[src/rtl/spk_pkg.sv]
// Shared types, constants and round functions for the Speck 64/128 cipher.
// No dependencies; imported by the engine and the test files, not by spk_ram.
package spk_pkg;

	localparam int ROUNDS    = 27;
	localparam int KEY_WORDS = 4;
	localparam int WORD_W    = 32;
	localparam int RK_AW     = $clog2(ROUNDS);

	localparam int ROT_ALPHA = 8;
	localparam int ROT_BETA  = 3;

	typedef logic [WORD_W-1:0] word_t;
	typedef logic [RK_AW-1:0]  rk_addr_t;

	localparam rk_addr_t LAST_RK = rk_addr_t'(ROUNDS - 1);

	// Configuration register indexes
	typedef logic [1:0] cfg_idx_t;
	localparam cfg_idx_t KEY_IDX_0 = 2'd0;
	localparam cfg_idx_t KEY_IDX_1 = 2'd1;
	localparam cfg_idx_t KEY_IDX_2 = 2'd2;
	localparam cfg_idx_t KEY_IDX_3 = 2'd3;

	// Request codes
	localparam logic REQ_ENC = 1'b0;
	localparam logic REQ_DEC = 1'b1;

	typedef enum logic [1:0] {
		ST_IDLE,
		ST_EXPAND,
		ST_CIPHER
	} state_t;

	typedef struct packed {
		word_t x;
		word_t y;
	} blk_t;

	function automatic word_t rotr(input word_t v, input int unsigned r);
		return (v >> r) | (v << (WORD_W - r));
	endfunction

	function automatic word_t rotl(input word_t v, input int unsigned r);
		return (v << r) | (v >> (WORD_W - r));
	endfunction

	function automatic blk_t enc_round(input blk_t b, input word_t k);
		blk_t o;
		o.x = (rotr(b.x, ROT_ALPHA) + b.y) ^ k;
		o.y = rotl(b.y, ROT_BETA) ^ o.x;
		return o;
	endfunction

	function automatic blk_t dec_round(input blk_t b, input word_t k);
		blk_t o;
		o.y = rotr(b.y ^ b.x, ROT_BETA);
		o.x = rotl((b.x ^ k) - o.y, ROT_ALPHA);
		return o;
	endfunction

endpackage

[src/rtl/spk_ram.sv]
// Generic single-write, single-read synchronous RAM with registered read data.
// Standalone; no package dependency.
module spk_ram #(
	parameter int WIDTH = 32,
	parameter int DEPTH = 27
) (
	input  logic                     clk,
	input  logic                     we,
	input  logic [$clog2(DEPTH)-1:0] waddr,
	input  logic [WIDTH-1:0]         wdata,
	input  logic [$clog2(DEPTH)-1:0] raddr,
	output logic [WIDTH-1:0]         rdata
);

	logic [WIDTH-1:0] mem [DEPTH];

	always_ff @(posedge clk) begin
		if (we) begin
			mem[waddr] <= wdata;
		end
		rdata <= mem[raddr];
	end

endmodule

[src/rtl/speck_64_128_block_cipher.sv]
// Speck 64/128 engine: one round per cycle, round keys read from spk_ram.
// Encrypt or decrypt: start accepted while idle, result strobed on done as the
// engine returns to idle (busy low), so the next start is taken in that same cycle.
// A key write runs the key schedule in the EXPAND state (busy, cfg_ready low).
// Reset clears the key words and runs the same schedule for the zero key.
// Results are strobed for one cycle; the receiver cannot stall. Uses spk_pkg.
module speck_64_128_block_cipher
	import spk_pkg::*;
(
	input  logic     clk,
	input  logic     arst_n,

	input  logic     start,
	output logic     busy,
	input  logic     req_type,
	input  word_t    in_word_lo,
	input  word_t    in_word_hi,

	output logic     done,
	output word_t    out_word_lo,
	output word_t    out_word_hi,

	input  logic     cfg_valid,
	output logic     cfg_ready,
	input  cfg_idx_t cfg_index,
	input  word_t    cfg_data
);

	state_t   state_q, state_d;
	rk_addr_t cnt_q;
	word_t    key_q   [KEY_WORDS];
	word_t    kw_new  [KEY_WORDS];
	word_t    right_q;
	word_t    left_q  [KEY_WORDS-1];
	word_t    lw_new;
	logic     dec_q;
	blk_t     blk_q, blk_nxt;
	logic     done_q;
	word_t    out_lo_q, out_hi_q;

	logic     cfg_fire, start_fire, last;
	logic     rk_we;
	rk_addr_t rk_raddr;
	word_t    rk_rdata;

	spk_ram #(
		.WIDTH(WORD_W),
		.DEPTH(ROUNDS)
	) u_rk_ram (
		.clk  (clk),
		.we   (rk_we),
		.waddr(cnt_q),
		.wdata(right_q),
		.raddr(rk_raddr),
		.rdata(rk_rdata)
	);

	assign busy       = (state_q != ST_IDLE);
	// hold the key write off while a block is offered
	assign cfg_ready  = (state_q == ST_IDLE) && !start;
	assign cfg_fire   = cfg_valid && cfg_ready;
	assign start_fire = start && !busy;
	assign last       = (cnt_q == LAST_RK);
	assign rk_we      = (state_q == ST_EXPAND);

	// Merge the written word into the key set
	always_comb begin
		for (int i = 0; i < KEY_WORDS; i++) begin
			kw_new[i] = key_q[i];
		end
		unique case (cfg_index)
			KEY_IDX_0: kw_new[0] = cfg_data;
			KEY_IDX_1: kw_new[1] = cfg_data;
			KEY_IDX_2: kw_new[2] = cfg_data;
			KEY_IDX_3: kw_new[3] = cfg_data;
			default:   kw_new[0] = key_q[0];
		endcase
	end

	// One schedule step; the round index is the constant
	assign lw_new  = (rotr(left_q[0], ROT_ALPHA) + right_q) ^ word_t'(cnt_q);
	assign blk_nxt = (dec_q == REQ_DEC) ? dec_round(blk_q, rk_rdata)
	                                    : enc_round(blk_q, rk_rdata);

	always_comb begin
		state_d  = state_q;
		rk_raddr = '0;
		unique case (state_q)
			ST_IDLE: begin
				// prefetch the first round key while waiting
				rk_raddr = (req_type == REQ_DEC) ? LAST_RK : '0;
				if (cfg_fire) begin
					state_d = ST_EXPAND;
				end else if (start_fire) begin
					state_d = ST_CIPHER;
				end
			end
			ST_EXPAND: begin
				if (last) begin
					state_d = ST_IDLE;
				end
			end
			ST_CIPHER: begin
				if (!last) begin
					rk_raddr = (dec_q == REQ_DEC) ? rk_addr_t'(LAST_RK - cnt_q - 1'b1)
					                              : rk_addr_t'(cnt_q + 1'b1);
				end
				if (last) begin
					state_d = ST_IDLE;
				end
			end
			default: state_d = ST_IDLE;
		endcase
	end

	always_ff @(posedge clk or negedge arst_n) begin
		if (!arst_n) begin
			state_q <= ST_EXPAND;
		end else begin
			state_q <= state_d;
		end
	end

	always_ff @(posedge clk or negedge arst_n) begin
		if (!arst_n) begin
			cnt_q   <= '0;
			right_q <= '0;
			done_q  <= 1'b0;
			for (int i = 0; i < KEY_WORDS; i++) begin
				key_q[i] <= '0;
			end
			for (int i = 0; i < KEY_WORDS-1; i++) begin
				left_q[i] <= '0;
			end
		end else begin
			done_q <= 1'b0;
			case (state_q)
				ST_IDLE: begin
					cnt_q <= '0;
					if (cfg_fire) begin
						for (int i = 0; i < KEY_WORDS; i++) begin
							key_q[i] <= kw_new[i];
						end
						right_q <= kw_new[0];
						for (int i = 0; i < KEY_WORDS-1; i++) begin
							left_q[i] <= kw_new[i+1];
						end
					end
				end
				ST_EXPAND: begin
					cnt_q   <= last ? '0 : rk_addr_t'(cnt_q + 1'b1);
					right_q <= rotl(right_q, ROT_BETA) ^ lw_new;
					// rotate the left words so the next one to use sits at the head
					for (int i = 0; i < KEY_WORDS-2; i++) begin
						left_q[i] <= left_q[i+1];
					end
					left_q[KEY_WORDS-2] <= lw_new;
				end
				ST_CIPHER: begin
					cnt_q <= last ? '0 : rk_addr_t'(cnt_q + 1'b1);
					if (last) begin
						done_q <= 1'b1;
					end
				end
				default: cnt_q <= '0;
			endcase
		end
	end

	always_ff @(posedge clk) begin
		if (start_fire && !cfg_fire) begin
			dec_q   <= req_type;
			blk_q.x <= in_word_hi;
			blk_q.y <= in_word_lo;
		end else if (state_q == ST_CIPHER) begin
			blk_q <= blk_nxt;
		end
		if (state_q == ST_CIPHER && last) begin
			out_lo_q <= blk_nxt.y;
			out_hi_q <= blk_nxt.x;
		end
	end

	assign done        = done_q;
	assign out_word_lo = out_lo_q;
	assign out_word_hi = out_hi_q;

endmodule

[config.mk]
export PLATFORM = sky130hd
export DESIGN_NAME = speck_64_128_block_cipher
export DESIGN_NICKNAME = d
export VERILOG_FILES = /design/src/rtl/spk_pkg.sv /design/src/rtl/spk_ram.sv /design/src/rtl/speck_64_128_block_cipher.sv
export SDC_FILE = /design/constraint.sdc
export NUM_CORES = 2
export LEC_CHECK = 0
export ABC_CLOCK_PERIOD_IN_PS = 8700
export BUFFER_PORTS_ARGS = -buffer_cell sky130_fd_sc_hd__buf_4
export CELL_PAD_IN_SITES_DETAIL_PLACEMENT = 1
export CELL_PAD_IN_SITES_GLOBAL_PLACEMENT = 1
export CORE_UTILIZATION = 55
export DETAILED_ROUTE_END_ITERATION = 10
export PLACE_DENSITY = 0.88
export SYNTH_ARGS = -nofsm -noshare
export SYNTH_HDL_FRONTEND = slang
export SYNTH_HIERARCHICAL = 1
export SYNTH_SLANG_ARGS = --single-unit
[constraint.sdc]
create_clock -name clk -period 8.7 [get_ports clk]
set_input_delay 1.74 -clock clk [delete_from_list [all_inputs] [get_ports clk]]
set_output_delay 1.74 -clock clk [all_outputs]
set_load 0.01 [all_outputs]
# Yosys cells after proc, flatten, opt, wreduce, memory -nomap -nowiden
# Memories as Yosys holds them, arrays and structs flattened. A register that Yosys moved wholly into a read port is not among the register bits.
# Index checks and enable logic that the tools add are counted.
[op_classes]
n_addsub = 6
n_eq_ne = 9
mux = 25
bitwise = 12
reduce_logical = 17
[ops]
columns = ["operator", "count"]
rows = [
  ["64-bit 2-to-1 mux", 3],
  ["96-bit one-hot mux with 2 select lines", 1],
  ["32-bit 2-to-1 mux", 5],
  ["32-bit XOR", 5],
  ["96-bit 2-to-1 mux", 1],
  ["32-bit adder", 2],
  ["24-bit by 32-bit OR with 32-bit output", 2],
  ["32-bit by 3-bit OR with 32-bit output", 2],
  ["32-bit one-hot mux with 2 select lines", 1],
  ["29-bit by 32-bit OR with 32-bit output", 1],
  ["32-bit by 8-bit OR with 32-bit output", 1],
  ["32-bit subtractor", 1],
  ["32-bit by 5-bit XOR with 32-bit output", 1],
  ["5-bit 2-to-1 mux", 5],
  ["5-bit one-hot mux with 2 select lines", 1],
  ["2-bit equality test (second input constant)", 3],
  ["2-bit 2-to-1 mux", 3],
  ["2-bit AND reduction", 3],
  ["2-bit nonzero test", 3],
  ["5-bit by 1-bit adder with 5-bit output (second input constant)", 1],
  ["5-bit equality test (second input constant)", 1],
  ["1-bit logical AND", 5],
  ["5-bit by 1-bit subtractor with 5-bit output (second input constant)", 1],
  ["5-bit subtractor (first input constant)", 1],
  ["9 further kinds", 16],
]
[totals]
register_bits = 393
mem_bits_rw = 864
in_bits = 103
out_inout_bits = 67
word_cells = 86
n_memories = 1
[memory_table]
columns = ["memory", "words", "width", "read_ports", "rd_clocked_by_memory_dff", "wr", "line_no", "text"]
rows = [
  ["u_rk_ram.mem", 27, 32, 1, 1, 1, "spk_ram.sv:15", "logic [WIDTH-1:0] mem [DEPTH];"],
]

# Depth between registers and ports, before layout
[depth]
depth_word = 7
depth_mapped = 14
depth_no_buf = 14

# Modules after synthesis
# The synthesis kept the hierarchy.
[modules_own_cells]
columns = ["module", "instances", "cells_each", "area_per_inst_um2", "seq_area_each_um2"]
rows = [
  ["spk_ram", 1, 1320, 33623.5, 26585.5],
  ["speck_64_128_block_cipher", 1, 2516, 24126.9, 10481.3],
]

# Worst setup path after synthesis
# OpenSTA, ideal clock, no wires.
[synth_path]
kind = "input to register"
startpoint = "input port start"
endpoint = "register blk_q[0] (netlist bit) (enable)"
setup_ps = 689
arrival_ps = 3610
t_required_ps = 8011
path_slack_ps = 4401
stages = 4
n_path_buf = 2
cell_sequence = "nand2_1 -> buf_1 -> clkbuf_1 -> nand2_1"
[synth_via]
elab_chain_len = 6
elab_cells_between_ends = 7
classes_between = "reduce/logical: 7"
[synth_lines]
columns = ["item", "line_no", "text"]
rows = [
  ["start, declared", "speck_64_128_block_cipher.sv:13", "input logic start,"],
  ["1-bit zero test", "speck_64_128_block_cipher.sv:60", "assign cfg_ready = (state_q == ST_IDLE) && !start;"],
  ["1-bit logical AND", "speck_64_128_block_cipher.sv:60", ""],
  ["1-bit logical AND", "speck_64_128_block_cipher.sv:61", "assign cfg_fire = cfg_valid && cfg_ready;"],
  ["1-bit zero test", "speck_64_128_block_cipher.sv:171", "if (start_fire && !cfg_fire) begin"],
  ["1-bit logical AND *", "speck_64_128_block_cipher.sv:171", ""],
  ["2-bit nonzero test (no line) *", "n/a", ""],
  ["end signal, assigned", "speck_64_128_block_cipher.sv:176", "blk_q <= blk_nxt;"],
  ["end, declared", "speck_64_128_block_cipher.sv:37", "blk_t blk_q, blk_nxt;"],
]
# Mark *: on every way between the ends. The rest lies on a longest branch, timed or not.
# A chain may end at the register's enable or synchronous reset.

# Final worst setup path
[layout_path]
startpoint = "register cnt_q[0]"
endpoint = "register u_rk_ram.rdata[17] (read register of u_rk_ram.mem)"
[layout_via]
elab_chain_len = 5
elab_cells_between_ends = 7
classes_between = "add/sub: 3; eq/ne: 1; mux: 3"
[layout_lines]
columns = ["item", "line_no", "text"]
rows = [
  ["start, declared", "speck_64_128_block_cipher.sv:30", "rk_addr_t cnt_q;"],
  ["start signal, assigned", "speck_64_128_block_cipher.sv:151", "cnt_q <= last ? '0 : rk_addr_t'(cnt_q + 1'b1);"],
  ["start signal, assigned", "speck_64_128_block_cipher.sv:160", "cnt_q <= last ? '0 : rk_addr_t'(cnt_q + 1'b1);"],
  ["5-bit subtractor", "speck_64_128_block_cipher.sv:105", "rk_raddr = (dec_q == REQ_DEC) ? rk_addr_t'(LAST_RK - cnt_q - 1'b1)"],
  ["5-bit by 1-bit subtractor with 5-bit output", "speck_64_128_block_cipher.sv:105", ""],
  ["5-bit 2-to-1 mux", "speck_64_128_block_cipher.sv:105", ""],
  ["5-bit 2-to-1 mux *", "speck_64_128_block_cipher.sv:104", "if (!last) begin"],
  ["5-bit one-hot mux with 2 select lines *", "speck_64_128_block_cipher.sv:88", "unique case (state_q)"],
  ["via rk_raddr[2]", "speck_64_128_block_cipher.sv:43", "rk_addr_t rk_raddr;"],
  ["end, declared", "spk_ram.sv:12", "output logic [WIDTH-1:0] rdata"],
]
# Mark *: on every way through the listed nets, which the timed path passes. The rest lies on a longest branch.

==> results_dict.tcl <==
set metrics [dict create \
    outcome "complete, no violations" \
    fillers 9376 \
    ctsResizeCount 0 \
    tns_ns 0 \
    grt_pass1_vias 40400 \
    async_flop_share_pct 20.5 \
    cts_tree "built" \
    dr.first_iter.drc_count 4942 \
    routed_wire_length_per_instance_um 36.1 \
    end_kind "flop" \
    drtPass1Iterations 6 \
    power.density_nw_per_um2 445 \
    fin_crit_sh_pct 61.9 \
    clk_latency_ns 0.78 \
    drc 0 \
    dpl.hpwl_mm 108 \
    area_growth_pct 13.0 \
    initial_utilization_pct 55.6 \
    leakagePower_uw 0.0237 \
    grt-ovfl-total 0 \
    rsz0062_at_grt "false" \
    drv_slew 0 \
    clock_sinks 1289 \
    synthesis.nets 4042 \
    fmax_ghz 0.186 \
    drt-vias-per-instance 6.96 \
    io_pins 170 \
    worstPathArrival_ns 6.04 \
    vias 38200 \
    grt_start_max_net_pins 187 \
    wirelength_mm 198 \
    ys_warn_count 6 \
    numCtsBuffers 135 \
    placedCellCount 5244 \
    die_area_sq_um 106000 \
    grt_first_pass_wirelength_mm 287 \
    netlist_instances 3836 \
    setup_viol 0 \
    holdBufCountCts 0 \
    vdd_drop_max_mv 0.318 \
    gp_congestion 0.892 \
    worstPathCellList "inv_1 -> ha_1 -> nand4_1 -> nand2_1 -> nor2_4 -> buf_4 -> buf_4 -> mux4_2 -> mux4_2 -> mux2_2" \
    synthDominantCellAreaShare_pct 51.6 \
    synth.distinct_cells 82 \
    hp-class "flop to flop" \
    synth_edf_count 993 \
    syn_area_per_cell_sq_um 15.1 \
    synthTopCellsByArea "edfxtp_1 52%, dfrtp_1 11%, mux4_2 10%" \
    h-tree-depth 4 \
    die_w_um 326 \
    path_max_fanout 70 \
    cts_buffer_depth 3 \
    cts-root-buf "clkbuf_16" \
    antenna_found_initial 2 \
    slew_headroom_pct 9.84 \
    port_buffers 169 \
    utilization_pct 62.9 \
    ys_seq_area_share_pct 64.2 \
    path_delay_family "buffers and inverters" \
    critPathBufInv 3 \
    diodes 0 \
    synthesis.area_sq_um 57800 \
    final_nets 4207 \
    required_ns 9.36 \
    instances_no_fill 5491 \
    total_power_uw 29000 \
    drv_cap 0 \
    synth_ff_type "edfxtp_1" \
    rows 118 \
    worstSetupStartpointType "flop" \
    critPathMaxStageDelay_ns 0.96 \
    synthMostInstantiatedCell "edfxtp_1" \
    ys_seq_elements 1289 \
    path_clk_slew_ns 0.06 \
    final_period_minus_worst_setup_slack_ns 5.38 \
    tightest_slew_ns 1.35 \
    synth_common_cells "993 x edfxtp_1, 316 x nor2_1, 263 x dfrtp_1, 263 x nand2_1, 257 x a21oi_1" \
    groute.usage.overall_pct 37.6 \
    cp_slowest_cell "buf_4" \
    hold_viol 0 \
    crit_type "flop to flop" \
    synth_largest_area_cell "edfxtp_1" \
    drive_above_1_share_pct 23.6 \
    fin_skew_ns 0.0391 \
    antenna_left 0 \
    fp.dieH_um 326 \
    core-area_sq_um 104000 \
    cts_setup_buffers 0 \
]
## path summary, 6_finish.rpt
check | cells past startpoint | end | slack (ns) | start
setup reg to reg | 10 | u_rk_ram/rdata[17]$_DFF_P_ | 3.32 | cnt_q[0]$_DFF_PN0_
min in group asynchronous | 1 | key_q[62]$_DFFE_PN0P_ | 1.08 | arst_n
hold reg to reg | 2 | left_q[59]$_DFFE_PN0P_ | 0.48 | left_q[59]$_DFFE_PN0P_
hold / removal | 2 | left_q[59]$_DFFE_PN0P_ | 0.48 | left_q[59]$_DFFE_PN0P_
setup / recovery | 10 | u_rk_ram/rdata[17]$_DFF_P_ | 3.32 | cnt_q[0]$_DFF_PN0_
max in group asynchronous | 2 | key_q[108]$_DFFE_PN0P_ | 6.29 | arst_n
## sequential cells by signal, summed over array words and instances, names as in the netlist, 2 cells and up
register        cells
blk_q              64
key_q             128
cnt_q               5
out_word_lo        32
out_word_hi        32
left_q             96
u_rk_ram/rdata     32
state_q             2
u_rk_ram/mem      864
right_q            32
## where the power goes
part           leakage (uW)  internal (uW)  switching (uW)
registers            0.0127           8440            1440
logic               0.00879           4990            8100
clock network       0.00221           3470            2600
total                0.0237          16900           12100
## tightest hold or removal path, stage by stage (launching register included)
cell and delay, ns:
dfrtp_1 0.34, nand2_1 0.05, o21ai_0 0.06
## stage by stage
stage	setup WS (ns)	cell area [sq um]	hold slack (ns)
finish	3.32	65200	0.480
global route	3.30	65200	0.499
CTS	3.49	65200	0.485
detailed placement	3.74	60700	0.473
global placement	4.06	60700	0.461
floorplan	4.40	57800	0.450
## per-layer routing
layer | global-route usage (%) | wire, um | up-vias
met2 | 60.3 | 93900 | 2972
met5 | 0 | 32 | -
met3 | 9.90 | 21700 | 925
met1 | 44.9 | 66900 | 19400
li1 | - | - | 14900
met4 | 25.3 | 15900 | 4
## area by class of cell
type	count	area [sq um]	area share, %
inverter	34	128	0.196
multi-input combinational	2305	20000	30.6
clock buffer	183	3800	5.83
clock inverter	64	721	1.10
sequential	1289	37100	56.8
timing repair buffer	236	1830	2.80
tap	1380	1730	2.65
## layout by cell type, fill, tap and decap left out, types with 139 or more instances in the layout
cell,Yosys,layout
edfxtp_1,993,993
nor2_1,316,285
dfrtp_1,263,263
nand2_1,263,259
a21oi_1,257,256
mux4_2,256,256
buf_4,0,231
o21ai_0,221,217
mux2_2,203,203
clkbuf_16,0,139
## logic make-up after synthesis
logic type,synth area share (%)
mux,16.2
flops,64.2
buf+inv,1.80
compound gates,6.68
xor+xnor,3.63
simple gates,5.24
fa+ha+maj,2.27
(Power assumes the default switching activity.)
